[config.mk]
export PLATFORM = sky130hd
export DESIGN_NAME = pid_speed_update
export DESIGN_NICKNAME = d
export VERILOG_FILES = /design/src/rtl/pidsu_pkg.sv /design/src/rtl/pidsu_div.sv /design/src/rtl/pidsu_dpath.sv /design/src/rtl/pidsu_ctrl.sv /design/src/rtl/pid_speed_update.sv
export VERILOG_INCLUDE_DIRS = /design/src /design/src/rtl
export SDC_FILE = /design/constraint.sdc
export NUM_CORES = 2
export LEC_CHECK = 0
export BUFFER_PORTS_ARGS = -buffer_cell sky130_fd_sc_hd__buf_2
export CORE_UTILIZATION = 35
export DETAILED_ROUTE_END_ITERATION = 8
export MAX_ROUTING_LAYER = met4
export PLACE_DENSITY = 0.49
export SYNTH_ARGS = -nofsm -noshare
export SYNTH_HDL_FRONTEND = slang
export SYNTH_SLANG_ARGS = --single-unit
[constraint.sdc]
create_clock -name clk_i -period 17.3 [get_ports clk_i]
set_input_delay 3.46 -clock clk_i [delete_from_list [all_inputs] [get_ports clk_i]]
set_output_delay 3.46 -clock clk_i [all_outputs]
set_load 0.01 [all_outputs]
[src/rtl/pid_speed_update_assert.svh]
// assertion macros for the pid speed update block
// no dependencies; taken in by the modules that check their own logic
`ifndef PID_SPEED_UPDATE_ASSERT_SVH
`define PID_SPEED_UPDATE_ASSERT_SVH
`ifndef SYNTHESIS
`define PIDSU_ASSERT_IMP(lbl, clk, rst_n, ante, cons) \
  lbl: assert property (@(posedge clk) disable iff (!rst_n) (ante) |-> (cons)) \
    else $error("pid_speed_update: assertion failed");
`define PIDSU_ASSERT_NEXT(lbl, clk, rst_n, ante, cons) \
  lbl: assert property (@(posedge clk) disable iff (!rst_n) (ante) |=> (cons)) \
    else $error("pid_speed_update: assertion failed");
`else
`define PIDSU_ASSERT_IMP(lbl, clk, rst_n, ante, cons)
`define PIDSU_ASSERT_NEXT(lbl, clk, rst_n, ante, cons)
`endif
`endif

[src/rtl/pidsu_pkg.sv]
// shared constants, types and helpers of the pid speed update block
// no dependencies; imported by every module of the block
package pidsu_pkg;

  localparam int FRAC_BITS = 16;
  localparam int DATA_W    = 32;
  localparam int CFG_W     = 31;
  localparam int CFG_IDX_W = 2;
  localparam int MAG_W     = DATA_W + CFG_W;
  localparam int PROD_W    = MAG_W - FRAC_BITS;
  localparam int ACC_W     = 64;
  localparam int DIV_STEPS = CFG_W;
  localparam int DIV_CNT_W = $clog2(DIV_STEPS);
  localparam int DIV_W     = DATA_W + 1 + FRAC_BITS;
  localparam int DIV_HI_W  = DIV_W - DIV_STEPS;

  localparam longint ONE_Q = longint'(1) << FRAC_BITS;

  localparam logic [CFG_W-1:0] PROP_GAIN_RST  = CFG_W'((ONE_Q * 4 + 5) / 10);
  localparam logic [CFG_W-1:0] INTEG_GAIN_RST = CFG_W'((ONE_Q + 5) / 10);
  localparam logic [CFG_W-1:0] DERIV_GAIN_RST = CFG_W'((ONE_Q + 10) / 20);
  localparam logic [CFG_W-1:0] STEP_TIME_RST  = CFG_W'(ONE_Q);

  localparam logic signed [DATA_W-1:0] S32_MAX = {1'b0, {(DATA_W-1){1'b1}}};
  localparam logic signed [DATA_W-1:0] S32_MIN = {1'b1, {(DATA_W-1){1'b0}}};

  typedef enum logic [CFG_IDX_W-1:0] {
    CFG_PROP_GAIN  = 2'd0,
    CFG_INTEG_GAIN = 2'd1,
    CFG_DERIV_GAIN = 2'd2,
    CFG_STEP_TIME  = 2'd3
  } cfg_idx_e;

  typedef enum logic [2:0] {
    MUL_ERR_DT,
    MUL_KP_ERR,
    MUL_KI_INTEG,
    MUL_KD_DERIV,
    MUL_DRIVE_DT
  } mul_sel_e;

  typedef enum logic [3:0] {
    S_IDLE,
    S_MUL_ED,
    S_INTEG,
    S_MUL_KI,
    S_ACC_KI,
    S_DIV_WAIT,
    S_MUL_KD,
    S_DRIVE,
    S_MUL_DT,
    S_SPEED
  } state_e;

  typedef struct packed {
    logic     ld_err;
    logic     mul_en;
    mul_sel_e mul_sel;
    logic     ld_integ;
    logic     div_start;
    logic     acc_clr;
    logic     acc_add;
    logic     ld_drive;
    logic     ld_speed;
  } cmd_t;

  typedef struct packed {
    logic div_busy;
    logic out_busy;
  } sts_t;

  function automatic logic signed [DATA_W-1:0] sat32(input logic signed [ACC_W-1:0] v);
    logic [ACC_W-DATA_W:0] top;
    top = v[ACC_W-1:DATA_W-1];
    if ((&top) || (~|top)) begin
      return v[DATA_W-1:0];
    end
    return v[ACC_W-1] ? S32_MIN : S32_MAX;
  endfunction

  function automatic logic signed [ACC_W-1:0] sext64(input logic signed [DATA_W-1:0] v);
    return {{(ACC_W-DATA_W){v[DATA_W-1]}}, v};
  endfunction

endpackage

[src/rtl/pidsu_div.sv]
// bit-serial restoring divider for the derivative term, one quotient bit a cycle
// depends on pidsu_pkg and the assertion header
`include "pid_speed_update_assert.svh"
module pidsu_div (
  input  logic                                clk_i,
  input  logic                                rst_ni,
  input  logic                                start_i,
  input  logic signed [pidsu_pkg::DATA_W:0]   diff_i,
  input  logic [pidsu_pkg::CFG_W-1:0]         divisor_i,
  output logic                                busy_o,
  output logic signed [pidsu_pkg::DATA_W-1:0] quot_o
);
  import pidsu_pkg::*;

  logic                       busy_q, busy_d;
  logic [DIV_CNT_W-1:0]       cnt_q, cnt_d;
  logic                       neg_q, neg_d;
  logic                       ovf_q, ovf_d;
  logic [CFG_W-1:0]           rem_q, rem_d;
  logic [DIV_STEPS-1:0]       dq_q, dq_d;
  logic signed [DATA_W-1:0]   quot_q, quot_d;

  logic                       diff_neg;
  logic [DATA_W:0]            diff_mag;
  logic [DIV_W-1:0]           num;
  logic [CFG_W-1:0]           num_hi;
  logic                       num_ovf;
  logic [CFG_W:0]             shifted;
  logic [CFG_W+1:0]           trial;
  logic                       fits;
  logic [DIV_STEPS-1:0]       dq_step;
  logic [DATA_W-1:0]          q_ext;
  logic                       last_step;

  assign diff_neg = diff_i[DATA_W];
  assign diff_mag = diff_neg ? (~diff_i + 1'b1) : diff_i;
  assign num      = {diff_mag, {FRAC_BITS{1'b0}}};
  assign num_hi   = {{(CFG_W-DIV_HI_W){1'b0}}, num[DIV_W-1:DIV_STEPS]};
  // quotient at or above 2^31 saturates
  assign num_ovf  = num_hi >= divisor_i;

  assign shifted   = {rem_q, dq_q[DIV_STEPS-1]};
  assign trial     = {1'b0, shifted} - {2'b00, divisor_i};
  assign fits      = ~trial[CFG_W+1];
  assign dq_step   = {dq_q[DIV_STEPS-2:0], fits};
  assign q_ext     = {{(DATA_W-DIV_STEPS){1'b0}}, dq_step};
  assign last_step = cnt_q == DIV_CNT_W'(DIV_STEPS - 1);

  always_comb begin
    busy_d = busy_q;
    cnt_d  = cnt_q;
    neg_d  = neg_q;
    ovf_d  = ovf_q;
    rem_d  = rem_q;
    dq_d   = dq_q;
    quot_d = quot_q;
    if (start_i) begin
      busy_d = 1'b1;
      cnt_d  = '0;
      neg_d  = diff_neg;
      ovf_d  = num_ovf;
      rem_d  = num_hi;
      dq_d   = num[DIV_STEPS-1:0];
    end else if (busy_q) begin
      rem_d = fits ? trial[CFG_W-1:0] : shifted[CFG_W-1:0];
      dq_d  = dq_step;
      cnt_d = cnt_q + 1'b1;
      if (last_step) begin
        busy_d = 1'b0;
        if (ovf_q) begin
          quot_d = neg_q ? S32_MIN : S32_MAX;
        end else begin
          quot_d = neg_q ? (~q_ext + 1'b1) : q_ext;
        end
      end
    end
  end

  always_ff @(posedge clk_i or negedge rst_ni) begin
    if (!rst_ni) begin
      busy_q <= 1'b0;
      cnt_q  <= '0;
      neg_q  <= 1'b0;
      ovf_q  <= 1'b0;
    end else begin
      busy_q <= busy_d;
      cnt_q  <= cnt_d;
      neg_q  <= neg_d;
      ovf_q  <= ovf_d;
    end
  end

  always_ff @(posedge clk_i) begin
    rem_q  <= rem_d;
    dq_q   <= dq_d;
    quot_q <= quot_d;
  end

  assign busy_o = busy_q;
  assign quot_o = quot_q;

  `PIDSU_ASSERT_IMP(a_ovf_saturates, clk_i, rst_ni, !busy_q && ovf_q, quot_q == S32_MIN || quot_q == S32_MAX)

endmodule

[src/rtl/pidsu_dpath.sv]
// datapath: state registers, shared multiplier, accumulator and output register
// depends on pidsu_pkg and pidsu_div
module pidsu_dpath (
  input  logic                                clk_i,
  input  logic                                rst_ni,
  input  pidsu_pkg::cmd_t                     cmd_i,
  output pidsu_pkg::sts_t                     sts_o,
  input  logic signed [pidsu_pkg::DATA_W-1:0] target_speed_i,
  input  logic [pidsu_pkg::CFG_W-1:0]         prop_gain_i,
  input  logic [pidsu_pkg::CFG_W-1:0]         integ_gain_i,
  input  logic [pidsu_pkg::CFG_W-1:0]         deriv_gain_i,
  input  logic [pidsu_pkg::CFG_W-1:0]         step_time_i,
  input  logic                                out_ready_i,
  output logic                                out_valid_o,
  output logic signed [pidsu_pkg::DATA_W-1:0] speed_error_o,
  output logic signed [pidsu_pkg::DATA_W-1:0] drive_value_o,
  output logic signed [pidsu_pkg::DATA_W-1:0] new_speed_o
);
  import pidsu_pkg::*;

  logic signed [DATA_W-1:0] err_q, err_d;
  logic signed [DATA_W-1:0] last_q;
  logic signed [DATA_W-1:0] integ_q, integ_d;
  logic signed [DATA_W-1:0] speed_q, speed_d;
  logic signed [DATA_W-1:0] drive_q, drive_d;
  logic signed [ACC_W-1:0]  acc_q, acc_d;
  logic [PROD_W-1:0]        prod_mag_q, prod_mag_d;
  logic                     prod_neg_q, prod_neg_d;
  logic                     out_valid_q, out_valid_d;
  logic signed [DATA_W-1:0] out_err_q, out_drive_q, out_speed_q;

  logic signed [DATA_W-1:0] a_op;
  logic [CFG_W-1:0]         b_op;
  logic [DATA_W-1:0]        a_mag;
  logic [MAG_W-1:0]         full;
  logic [ACC_W-1:0]         prod_ext;
  logic signed [ACC_W-1:0]  prod_s;
  logic signed [DATA_W:0]   diff;
  logic                     div_busy;
  logic signed [DATA_W-1:0] deriv;

  assign err_d = sat32(sext64(target_speed_i) - sext64(speed_q));
  assign diff  = {err_q[DATA_W-1], err_q} - {last_q[DATA_W-1], last_q};

  pidsu_div u_div (
    .clk_i     (clk_i),
    .rst_ni    (rst_ni),
    .start_i   (cmd_i.div_start),
    .diff_i    (diff),
    .divisor_i (step_time_i),
    .busy_o    (div_busy),
    .quot_o    (deriv)
  );

  always_comb begin
    case (cmd_i.mul_sel)
      MUL_ERR_DT: begin
        a_op = err_q;
        b_op = step_time_i;
      end
      MUL_KP_ERR: begin
        a_op = err_q;
        b_op = prop_gain_i;
      end
      MUL_KI_INTEG: begin
        a_op = integ_q;
        b_op = integ_gain_i;
      end
      MUL_KD_DERIV: begin
        a_op = deriv;
        b_op = deriv_gain_i;
      end
      MUL_DRIVE_DT: begin
        a_op = drive_q;
        b_op = step_time_i;
      end
      default: begin
        a_op = err_q;
        b_op = step_time_i;
      end
    endcase
  end

  // sign and magnitude so that the shift truncates toward zero
  assign a_mag      = a_op[DATA_W-1] ? (~a_op + 1'b1) : a_op;
  assign full       = MAG_W'(a_mag) * MAG_W'(b_op);
  assign prod_mag_d = cmd_i.mul_en ? full[MAG_W-1:FRAC_BITS] : prod_mag_q;
  assign prod_neg_d = cmd_i.mul_en ? a_op[DATA_W-1] : prod_neg_q;

  assign prod_ext = {{(ACC_W-PROD_W){1'b0}}, prod_mag_q};
  assign prod_s   = prod_neg_q ? -$signed(prod_ext) : $signed(prod_ext);

  always_comb begin
    acc_d = acc_q;
    if (cmd_i.acc_clr) begin
      acc_d = prod_s;
    end else if (cmd_i.acc_add) begin
      acc_d = acc_q + prod_s;
    end
  end

  assign integ_d = sat32(sext64(integ_q) + prod_s);
  assign drive_d = sat32(acc_q + prod_s);
  assign speed_d = sat32(sext64(speed_q) + prod_s);

  always_comb begin
    out_valid_d = out_valid_q;
    if (cmd_i.ld_speed) begin
      out_valid_d = 1'b1;
    end else if (out_ready_i) begin
      out_valid_d = 1'b0;
    end
  end

  always_ff @(posedge clk_i or negedge rst_ni) begin
    if (!rst_ni) begin
      last_q      <= '0;
      integ_q     <= '0;
      speed_q     <= '0;
      out_valid_q <= 1'b0;
    end else begin
      out_valid_q <= out_valid_d;
      if (cmd_i.ld_integ) begin
        integ_q <= integ_d;
      end
      if (cmd_i.ld_speed) begin
        speed_q <= speed_d;
        last_q  <= err_q;
      end
    end
  end

  always_ff @(posedge clk_i) begin
    prod_mag_q <= prod_mag_d;
    prod_neg_q <= prod_neg_d;
    acc_q      <= acc_d;
    if (cmd_i.ld_err) begin
      err_q <= err_d;
    end
    if (cmd_i.ld_drive) begin
      drive_q <= drive_d;
    end
    if (cmd_i.ld_speed) begin
      out_err_q   <= err_q;
      out_drive_q <= drive_q;
      out_speed_q <= speed_d;
    end
  end

  assign sts_o.div_busy = div_busy;
  assign sts_o.out_busy = out_valid_q & ~out_ready_i;

  assign out_valid_o   = out_valid_q;
  assign speed_error_o = out_err_q;
  assign drive_value_o = out_drive_q;
  assign new_speed_o   = out_speed_q;

endmodule

[src/rtl/pidsu_ctrl.sv]
// controller: sequences one update through the datapath
// depends on pidsu_pkg and the assertion header
`include "pid_speed_update_assert.svh"
module pidsu_ctrl (
  input  logic            clk_i,
  input  logic            rst_ni,
  input  logic            in_valid_i,
  output logic            in_ready_o,
  input  pidsu_pkg::sts_t sts_i,
  output pidsu_pkg::cmd_t cmd_o
);
  import pidsu_pkg::*;

  state_e state_q, state_d;

  always_ff @(posedge clk_i or negedge rst_ni) begin
    if (!rst_ni) begin
      state_q <= S_IDLE;
    end else begin
      state_q <= state_d;
    end
  end

  always_comb begin
    state_d    = state_q;
    in_ready_o = 1'b0;
    cmd_o      = '0;
    cmd_o.mul_sel = MUL_ERR_DT;
    case (state_q)
      S_IDLE: begin
        in_ready_o = 1'b1;
        if (in_valid_i) begin
          cmd_o.ld_err = 1'b1;
          state_d      = S_MUL_ED;
        end
      end
      S_MUL_ED: begin
        cmd_o.mul_en  = 1'b1;
        cmd_o.mul_sel = MUL_ERR_DT;
        state_d       = S_INTEG;
      end
      S_INTEG: begin
        cmd_o.ld_integ  = 1'b1;
        cmd_o.div_start = 1'b1;
        cmd_o.mul_en    = 1'b1;
        cmd_o.mul_sel   = MUL_KP_ERR;
        state_d         = S_MUL_KI;
      end
      S_MUL_KI: begin
        cmd_o.acc_clr = 1'b1;
        cmd_o.mul_en  = 1'b1;
        cmd_o.mul_sel = MUL_KI_INTEG;
        state_d       = S_ACC_KI;
      end
      S_ACC_KI: begin
        cmd_o.acc_add = 1'b1;
        state_d       = S_DIV_WAIT;
      end
      S_DIV_WAIT: begin
        if (!sts_i.div_busy) begin
          state_d = S_MUL_KD;
        end
      end
      S_MUL_KD: begin
        cmd_o.mul_en  = 1'b1;
        cmd_o.mul_sel = MUL_KD_DERIV;
        state_d       = S_DRIVE;
      end
      S_DRIVE: begin
        cmd_o.ld_drive = 1'b1;
        state_d        = S_MUL_DT;
      end
      S_MUL_DT: begin
        cmd_o.mul_en  = 1'b1;
        cmd_o.mul_sel = MUL_DRIVE_DT;
        state_d       = S_SPEED;
      end
      S_SPEED: begin
        if (!sts_i.out_busy) begin
          cmd_o.ld_speed = 1'b1;
          state_d        = S_IDLE;
        end
      end
      default: begin
        state_d = S_IDLE;
      end
    endcase
  end

  `PIDSU_ASSERT_IMP(a_div_start_free, clk_i, rst_ni, cmd_o.div_start, !sts_i.div_busy)
  `PIDSU_ASSERT_IMP(a_out_not_overwritten, clk_i, rst_ni, cmd_o.ld_speed, !sts_i.out_busy)
  `PIDSU_ASSERT_NEXT(a_accept_starts_update, clk_i, rst_ni, in_valid_i && in_ready_o, !in_ready_o)

endmodule

[src/rtl/pid_speed_update.sv]
// pid speed update: takes one input transaction at a time, none while an update is in progress;
// each update waits on the 31-step bit-serial divider of the derivative term;
// the multiplier is shared and its product is registered
// the result register lets the next input in while a result waits
// async active-low reset: gains and step time to defaults, speed, last error, integral to zero
module pid_speed_update (
  input  logic                                clk_i,
  input  logic                                rst_ni,
  input  logic                                cfg_we_i,
  input  logic [pidsu_pkg::CFG_IDX_W-1:0]     cfg_idx_i,
  input  logic [pidsu_pkg::CFG_W-1:0]         cfg_data_i,
  input  logic                                in_valid_i,
  output logic                                in_ready_o,
  input  logic signed [pidsu_pkg::DATA_W-1:0] target_speed_i,
  output logic                                out_valid_o,
  input  logic                                out_ready_i,
  output logic signed [pidsu_pkg::DATA_W-1:0] speed_error_o,
  output logic signed [pidsu_pkg::DATA_W-1:0] drive_value_o,
  output logic signed [pidsu_pkg::DATA_W-1:0] new_speed_o
);
  import pidsu_pkg::*;

  logic [CFG_W-1:0] prop_gain_q, prop_gain_d;
  logic [CFG_W-1:0] integ_gain_q, integ_gain_d;
  logic [CFG_W-1:0] deriv_gain_q, deriv_gain_d;
  logic [CFG_W-1:0] step_time_q, step_time_d;
  cmd_t             cmd;
  sts_t             sts;

  // zero writes are refused
  always_comb begin
    prop_gain_d  = prop_gain_q;
    integ_gain_d = integ_gain_q;
    deriv_gain_d = deriv_gain_q;
    step_time_d  = step_time_q;
    if (cfg_we_i && (cfg_data_i != '0)) begin
      case (cfg_idx_e'(cfg_idx_i))
        CFG_PROP_GAIN:  prop_gain_d  = cfg_data_i;
        CFG_INTEG_GAIN: integ_gain_d = cfg_data_i;
        CFG_DERIV_GAIN: deriv_gain_d = cfg_data_i;
        CFG_STEP_TIME:  step_time_d  = cfg_data_i;
        default: begin
        end
      endcase
    end
  end

  always_ff @(posedge clk_i or negedge rst_ni) begin
    if (!rst_ni) begin
      prop_gain_q  <= PROP_GAIN_RST;
      integ_gain_q <= INTEG_GAIN_RST;
      deriv_gain_q <= DERIV_GAIN_RST;
      step_time_q  <= STEP_TIME_RST;
    end else begin
      prop_gain_q  <= prop_gain_d;
      integ_gain_q <= integ_gain_d;
      deriv_gain_q <= deriv_gain_d;
      step_time_q  <= step_time_d;
    end
  end

  pidsu_ctrl u_ctrl (
    .clk_i      (clk_i),
    .rst_ni     (rst_ni),
    .in_valid_i (in_valid_i),
    .in_ready_o (in_ready_o),
    .sts_i      (sts),
    .cmd_o      (cmd)
  );

  pidsu_dpath u_dpath (
    .clk_i          (clk_i),
    .rst_ni         (rst_ni),
    .cmd_i          (cmd),
    .sts_o          (sts),
    .target_speed_i (target_speed_i),
    .prop_gain_i    (prop_gain_q),
    .integ_gain_i   (integ_gain_q),
    .deriv_gain_i   (deriv_gain_q),
    .step_time_i    (step_time_q),
    .out_ready_i    (out_ready_i),
    .out_valid_o    (out_valid_o),
    .speed_error_o  (speed_error_o),
    .drive_value_o  (drive_value_o),
    .new_speed_o    (new_speed_o)
  );

endmodule

Word-level counts from Yosys, hierarchy flattened
Index checks and enable logic that the tools add are counted.

operators by class
  add/sub/neg operators = 11
  multiply operators = 1
  divide/modulo/power cells = 0
  order comparisons = 1
  equality and inequality tests = 20
  shift-type cells = 0
  mux-type cells = 52
  bitwise operators = 7
  reduce and logical (&&, ||, !) cells = 29

operator list
  kind                                           count
  two-way mux 32 bit                             16
  two-way mux 64 bit                             3
  AND reduction 33 bit                           4
  OR reduction 33 bit                            4
  adder 32 x 64 -> 64 bit                        2
  one-hot mux 32 bit (3 select lines)            1
  two-way mux 31 bit                             3
  one-hot mux 31 bit (3 select lines)            1
  subtractor 32 x 32 -> 33 bit                   2
  adder 32 x 1 -> 32 bit, second input constant  2
  adder 64 bit                                   1
  negation 47 -> 64 bit                          1
  multiplier 32 x 31 -> 63 bit                   1
  one-hot mux 4 bit (10 select lines)            1
  two-way mux 18 bit                             2
  adder 33 x 1 -> 33 bit, second input constant  1
  two-way mux 33 bit                             1
  inverter 33 bit                                1
  subtractor 32 x 31 -> 33 bit                   1
  inverter 31 -> 32 bit                          1
  inverter 32 bit                                1
  >= comparator 18 x 31 -> 1 bit                 1
  nonzero test 31 bit                            1
  one-hot mux 4 bit (5 select lines)             1
  26 further kinds                               68

word-level totals
  register bits = 599
  latch bits = 0
  bits in writable memories = 0
  memory bits (read-only) = 0
  input port bits = 70
  output and inout port bits = 98
  word-level logic and storage cells = 147
  memories = 0

Depth between registers and ports, before layout
  depth after elaboration = 8
  mapped depth = 47
  mapped depth without buffers = 43

Modules after synthesis
From an unflattened synthesis, not the netlist that was laid out.

second synthesis, totals
  cells, all modules = 8361
  area total of the unflattened synthesis = 75469.9 um^2

modules (own cells, without submodules)
  module            times used  cells each  area each (um^2)  sequential area each (um^2)
  pidsu_dpath       1           7137        62503.7           10595.2
  pidsu_div         1           904         7896.3            2732.6
  pid_speed_update  1           278         4717.0            3131.8
  pidsu_ctrl        1           42          352.8             100.1

Least setup slack after synthesis
OpenSTA, ideal clock, no wires.

  kind = register to register
  start = reg u_ctrl.state_q[2]
  end = reg u_dpath.prod_mag_q[29] (data pin)
  library setup time = 265 ps
  arrival = 10719 ps
  required time = 17035 ps
  setup slack = 6316 ps
  stages on the path, launching flop included = 46
  path buffers = 4
  clock period less this slack = 10984 ps
  cells stage by stage = dfrtp_1 > buf_2 > nor4b_4 > a21o_1 > clkbuf_1 > o21ai_0 > inv_1 > clkbuf_1 > ha_1 > nand2_1 > nor2_1 > nand2_1 > or2_2 > o31a_1 > xnor2_1 > clkbuf_1 > nor2_1 > fa_1 > (+10 left out) > inv_1 > fa_1 > inv_1 > ha_1 > a21o_1 > a21o_1 > a21oi_1 > o211ai_1 > a31oi_1 > a21oi_1 > nand2b_1 > a41oi_1 > o21ai_2 > a221oi_1 > o21ai_1 > a21oi_1 > o21ai_0 > xor2_1

on the way
  cells in the longest elaborated chain, start to end = 8
  elaborated cells between the ends (all ways) = 16
  classes of those cells = 1 x add/sub; 1 x mul; 9 x eq/ne; 4 x mux; 1 x bitwise

ends and longest elaborated chain
  item                                                     RTL line            source
  start: declaration                                       pidsu_ctrl.sv:14    state_e state_q, state_d;
  start signal: assignment                                 pidsu_ctrl.sv:20    state_q <= state_d;
  == test 4 bit, or another cell as far along              pidsu_ctrl.sv:29    case (state_q)
  one-hot mux 4 bit (5 select lines) (*)                   pidsu_ctrl.sv:29
  == test 3 bit or == test 3 x 2 -> 1 bit (tied branches)  pidsu_dpath.sv:56   case (cmd_i.mul_sel)
  one-hot mux 32 bit (3 select lines)                      pidsu_dpath.sv:56
  inverter 32 bit                                          pidsu_dpath.sv:85   assign a_mag = a_op[DATA_W-1] ? (~a_op + 1'b1) : a_op;
  adder 32 x 1 -> 32 bit                                   pidsu_dpath.sv:85
  two-way mux 32 bit                                       pidsu_dpath.sv:85
  multiplier 32 x 31 -> 63 bit (*)                         pidsu_dpath.sv:86   assign full = MAG_W'(a_mag) * MAG_W'(b_op);
  net u_dpath.full[45]                                     pidsu_dpath.sv:35   logic [MAG_W-1:0] full;
  end signal: assignment                                   pidsu_dpath.sv:134  prod_mag_q <= prod_mag_d;
  end: declaration                                         pidsu_dpath.sv:27   logic [PROD_W-1:0] prod_mag_q, prod_mag_d;

Mark *: on every way through the listed nets, which the timed path passes. The rest lies on a longest branch.
A chain may end at the register's enable or synchronous reset.

Worst setup path in the final report
  start = reg u_ctrl.state_q[2]
  end = reg u_dpath.prod_mag_q[37] (data pin)

The elaborated chain is that of the path after synthesis.

==> key figures <==
Run status
  – Status: completed

Logic synthesis
  – Avg Inst Size Synth: ~9.1 um2
  – Post-synth EDFFs: around 340
  – Synth Warn #: 0
  – Synth Instances: just over 8000
  – Post-Syn Area: around 74000 um2
  – Syn Nets: slightly below 10000
  – Sequential cell area fraction in the yosys report: 22.4%
  – Synth unique cells: approximately 110
  – Fraction of registers with async set/reset: between 30% and 40%
  – Most used flip-flop cell after synthesis: edfxtp_1
  – #FFs+latches synth: around 600

Finish
  – Post-layout instance area: roughly 80000 um2
  – Fin nets: between 9000 and 10000
  – Fillers: approximately 21000
  – Share of cells above drive strength 1: approximately 9.0%
  – Post-Route Utilization: about two fifths
  – Area grow syn2layout: 9.42%

Worst setup path
  – Most frequent CP cell: fa_1
  – CP max stage delay: roughly 0.7 ns
  – CP Max Fanout: 34
  – Critical path class: reg2reg
  – Critical Path RT: about 18 ns
  – Data arrival, critical path: 13.45 ns
  – CP endpoint kind: register
  – Setup crit start kind: register
  – Slowest CP cell: dfrtp_1

Min path
  – Worst hold path type: reg2reg

Global route
  – Initial antenna violation count: 9
  – Total congestion overflow: 0
  – All-Layer GR Usage: about a quarter
  – Largest net degree at the start of global routing: between 100 and 150
  – Vias in the first global route: roughly 60000
  – Global-route wire length before repair: roughly 410 mm

Job
  – Maxcap violations: 0

Timing
  – Final Setup Violations: 0
  – Max Freq: between 70 and 80 MHz
  – Hold slack: about 0.47 ns
  – RSZ-0062 raised after global routing: false
  – Clk_skew: approximately 0.043 ns
  – Final worst path period need: about 13 ns
  – Final hold violations: 0
  – Slew Limit Fails: 0
  – Slew HR: 9.64%
  – Least-Margin Pin Slew: 1.36 ns
  – Crit share post-route: 75.4%
  – Total negative slack: 0 ns

Clock tree
  – Setup bufs post-CTS: 0
  – Clk slew on worst S/H paths: approximately 0.06 ns
  – Clk Latency, worst-skew pair: approximately 0.7 ns
  – Hold Buf Count CTS: 0
  – CTS Buf Count: between 70 and 80
  – Post-CTS Resized: 0
  – Root buf cell: clkbuf_16
  – CTS Sinks: 599
  – CTS tree: done
  – H-Tree Depth: 3
  – CTS max path bufs: 3

Place
  – I/O Buffers: about 170
  – Post-placement cell area: around 79000 um2
  – GPL Wtd Cong: about 0.96
  – DP Wirelength: roughly 220 mm

Die
  – Die width: 462 um
  – Die H: ~460 um
  – Total die area: roughly 210000 um2
  – Row cnt: about 170
  – Core box area: 210000 um2
  – IO Count: ~170
  – Initial core utilization: a little over a third

Route
  – Avg Vias per Cell: roughly 5.5
  – Final wirelength: about 280 mm
  – Drt pass-1 iters: 8
  – DRC violations left: 0
  – Total number of vias: slightly above 60000
  – Wire per inst: between 20 and 25 um
  – Routed Antenna Nets: 0
  – Starting DRT DRC Count: between 5000 and 6000
-- worst max-delay path: cells and delay by family (launching register included) --
family                   cells  cell delay [ns]
AND/OR/NAND/NOR              7             1.35
XOR/XNOR                     2             0.32
flip-flops                   1             0.70
adder cells (fa/ha/maj)     10             4.63
AO/OA/AOI/OAI               15             3.91
buffers and inverters       11             1.82
-- synth_stat cells, types with 51 or more instances --
cell type	number	area [um2]
a211oi_1	54	405
a21o_1	185	1390
a21oi_1	452	2260
a221o_1	58	581
a22oi_1	79	593
clkbuf_1	361	1360
dfrtp_1	210	5260
edfxtp_1	337	10100
fa_1	871	17400
ha_1	561	7020
inv_1	1004	3770
mux2_2	154	1730
mux2i_1	52	521
nand2_1	927	3480
nand2b_1	58	363
nand3_1	79	395
nand4_1	103	644
nor2_1	873	3280
nor3_1	88	440
o21a_1	51	383
o21ai_0	351	1760
o21bai_1	65	488
xnor2_1	261	2290
xor2_1	173	1520
-- final timing paths --
path | start | to | slack, ns | cells after the start
max reg2reg | u_ctrl.state_q[2] | u_dpath.prod_mag_q[37] | 4.26 | 45
min reg2reg | u_dpath.err_q[0] | u_dpath.speed_error_o[0] | 0.47 | 0
max in group asynchronous | rst_ni | deriv_gain_q[20] | 13.13 | 2
max | u_ctrl.state_q[2] | u_dpath.prod_mag_q[37] | 4.26 | 45
min | u_dpath.err_q[0] | u_dpath.speed_error_o[0] | 0.47 | 0
min in group asynchronous | rst_ni | u_dpath.last_q[28] | 2.77 | 1
-- layout by cell type, fill, tap and decap left out, types with 79 or more instances in the layout --
| cell | count |
|---|---|
| xor2_1 | 161 |
| a21o_1 | 185 |
| nor3_1 | 86 |
| nand4_1 | 103 |
| a21oi_1 | 449 |
| ha_1 | 561 |
| o21ai_0 | 349 |
| mux2_2 | 154 |
| xnor2_1 | 248 |
| dfrtp_1 | 209 |
| buf_4 | 178 |
| nor2_1 | 869 |
| buf_2 | 166 |
| nand3_1 | 79 |
| a22oi_1 | 79 |
| inv_1 | 1003 |
| nand2_1 | 926 |
| edfxtp_1 | 337 |
| fa_1 | 871 |
-- final cells by class --
type | instances | area [um2] | area share [%]
Antenna cell | 2 | 5.00 | 0.00618
Clock buffer | 99 | 2050 | 2.53
Clock inverter | 34 | 407 | 0.502
Multi-Input combinational cell | 6161 | 52500 | 64.8
Tap cell | 2805 | 3510 | 4.33
Sequential cell | 599 | 16600 | 20.4
Timing Repair Buffer | 347 | 2220 | 2.74
Inverter | 1006 | 3780 | 4.67
-- metal layers --
metal | global-route usage [%] | part of all wire [%]
met1 | 36.0 | 44
met2 | 41.0 | 45
met3 | 3.41 | 6.5
met4 | 8.95 | 3.8
met5 | - | 0
-- kinds of logic (layout without fill, tap and decap cells) --
logic type,Yosys count,count (layout),share of synthesized area (%)
mux,214,214,3.21
fa+ha+maj,1438,1438,33.1
other cells,0,2,0
compound gates,1648,1648,14.4
xor+xnor,436,436,5.19
buf+inv,1416,1486,7.27
simple gates,2425,2425,14.4
flops,599,599,22.4
-- stage by stage --
step | setup WS, ns | std cells
detailed placement | 4.37 | 10900
global placement | 4.54 | 10900
floorplan | 6.32 | 8176
CTS | 4.36 | 11100
finish | 4.26 | 11100
global route | 3.55 | 11100
-- flip-flops by register name, indices dropped and copies added (netlist names) --
register and count:
deriv_gain_q 31, integ_gain_q 31, prop_gain_q 31, step_time_q 31, u_ctrl.state_q 4, u_dpath.acc_q 64
u_dpath.drive_q 32, u_dpath.drive_value_o 32, u_dpath.err_q 32, u_dpath.integ_q 32, u_dpath.last_q 32, u_dpath.new_speed_o 32
u_dpath.out_valid_o 1, u_dpath.prod_mag_q 47, u_dpath.prod_neg_q 1, u_dpath.speed_error_o 32, u_dpath.speed_q 32, u_dpath.u_div.busy_o 1
u_dpath.u_div.cnt_q 5, u_dpath.u_div.dq_q 31, u_dpath.u_div.neg_q 1, u_dpath.u_div.ovf_q 1, u_dpath.u_div.quot_o 32, u_dpath.u_div.rem_q 31
Power is not shown: default switching activity piles up to over one toggle a cycle in this logic, so the estimate is an artifact.
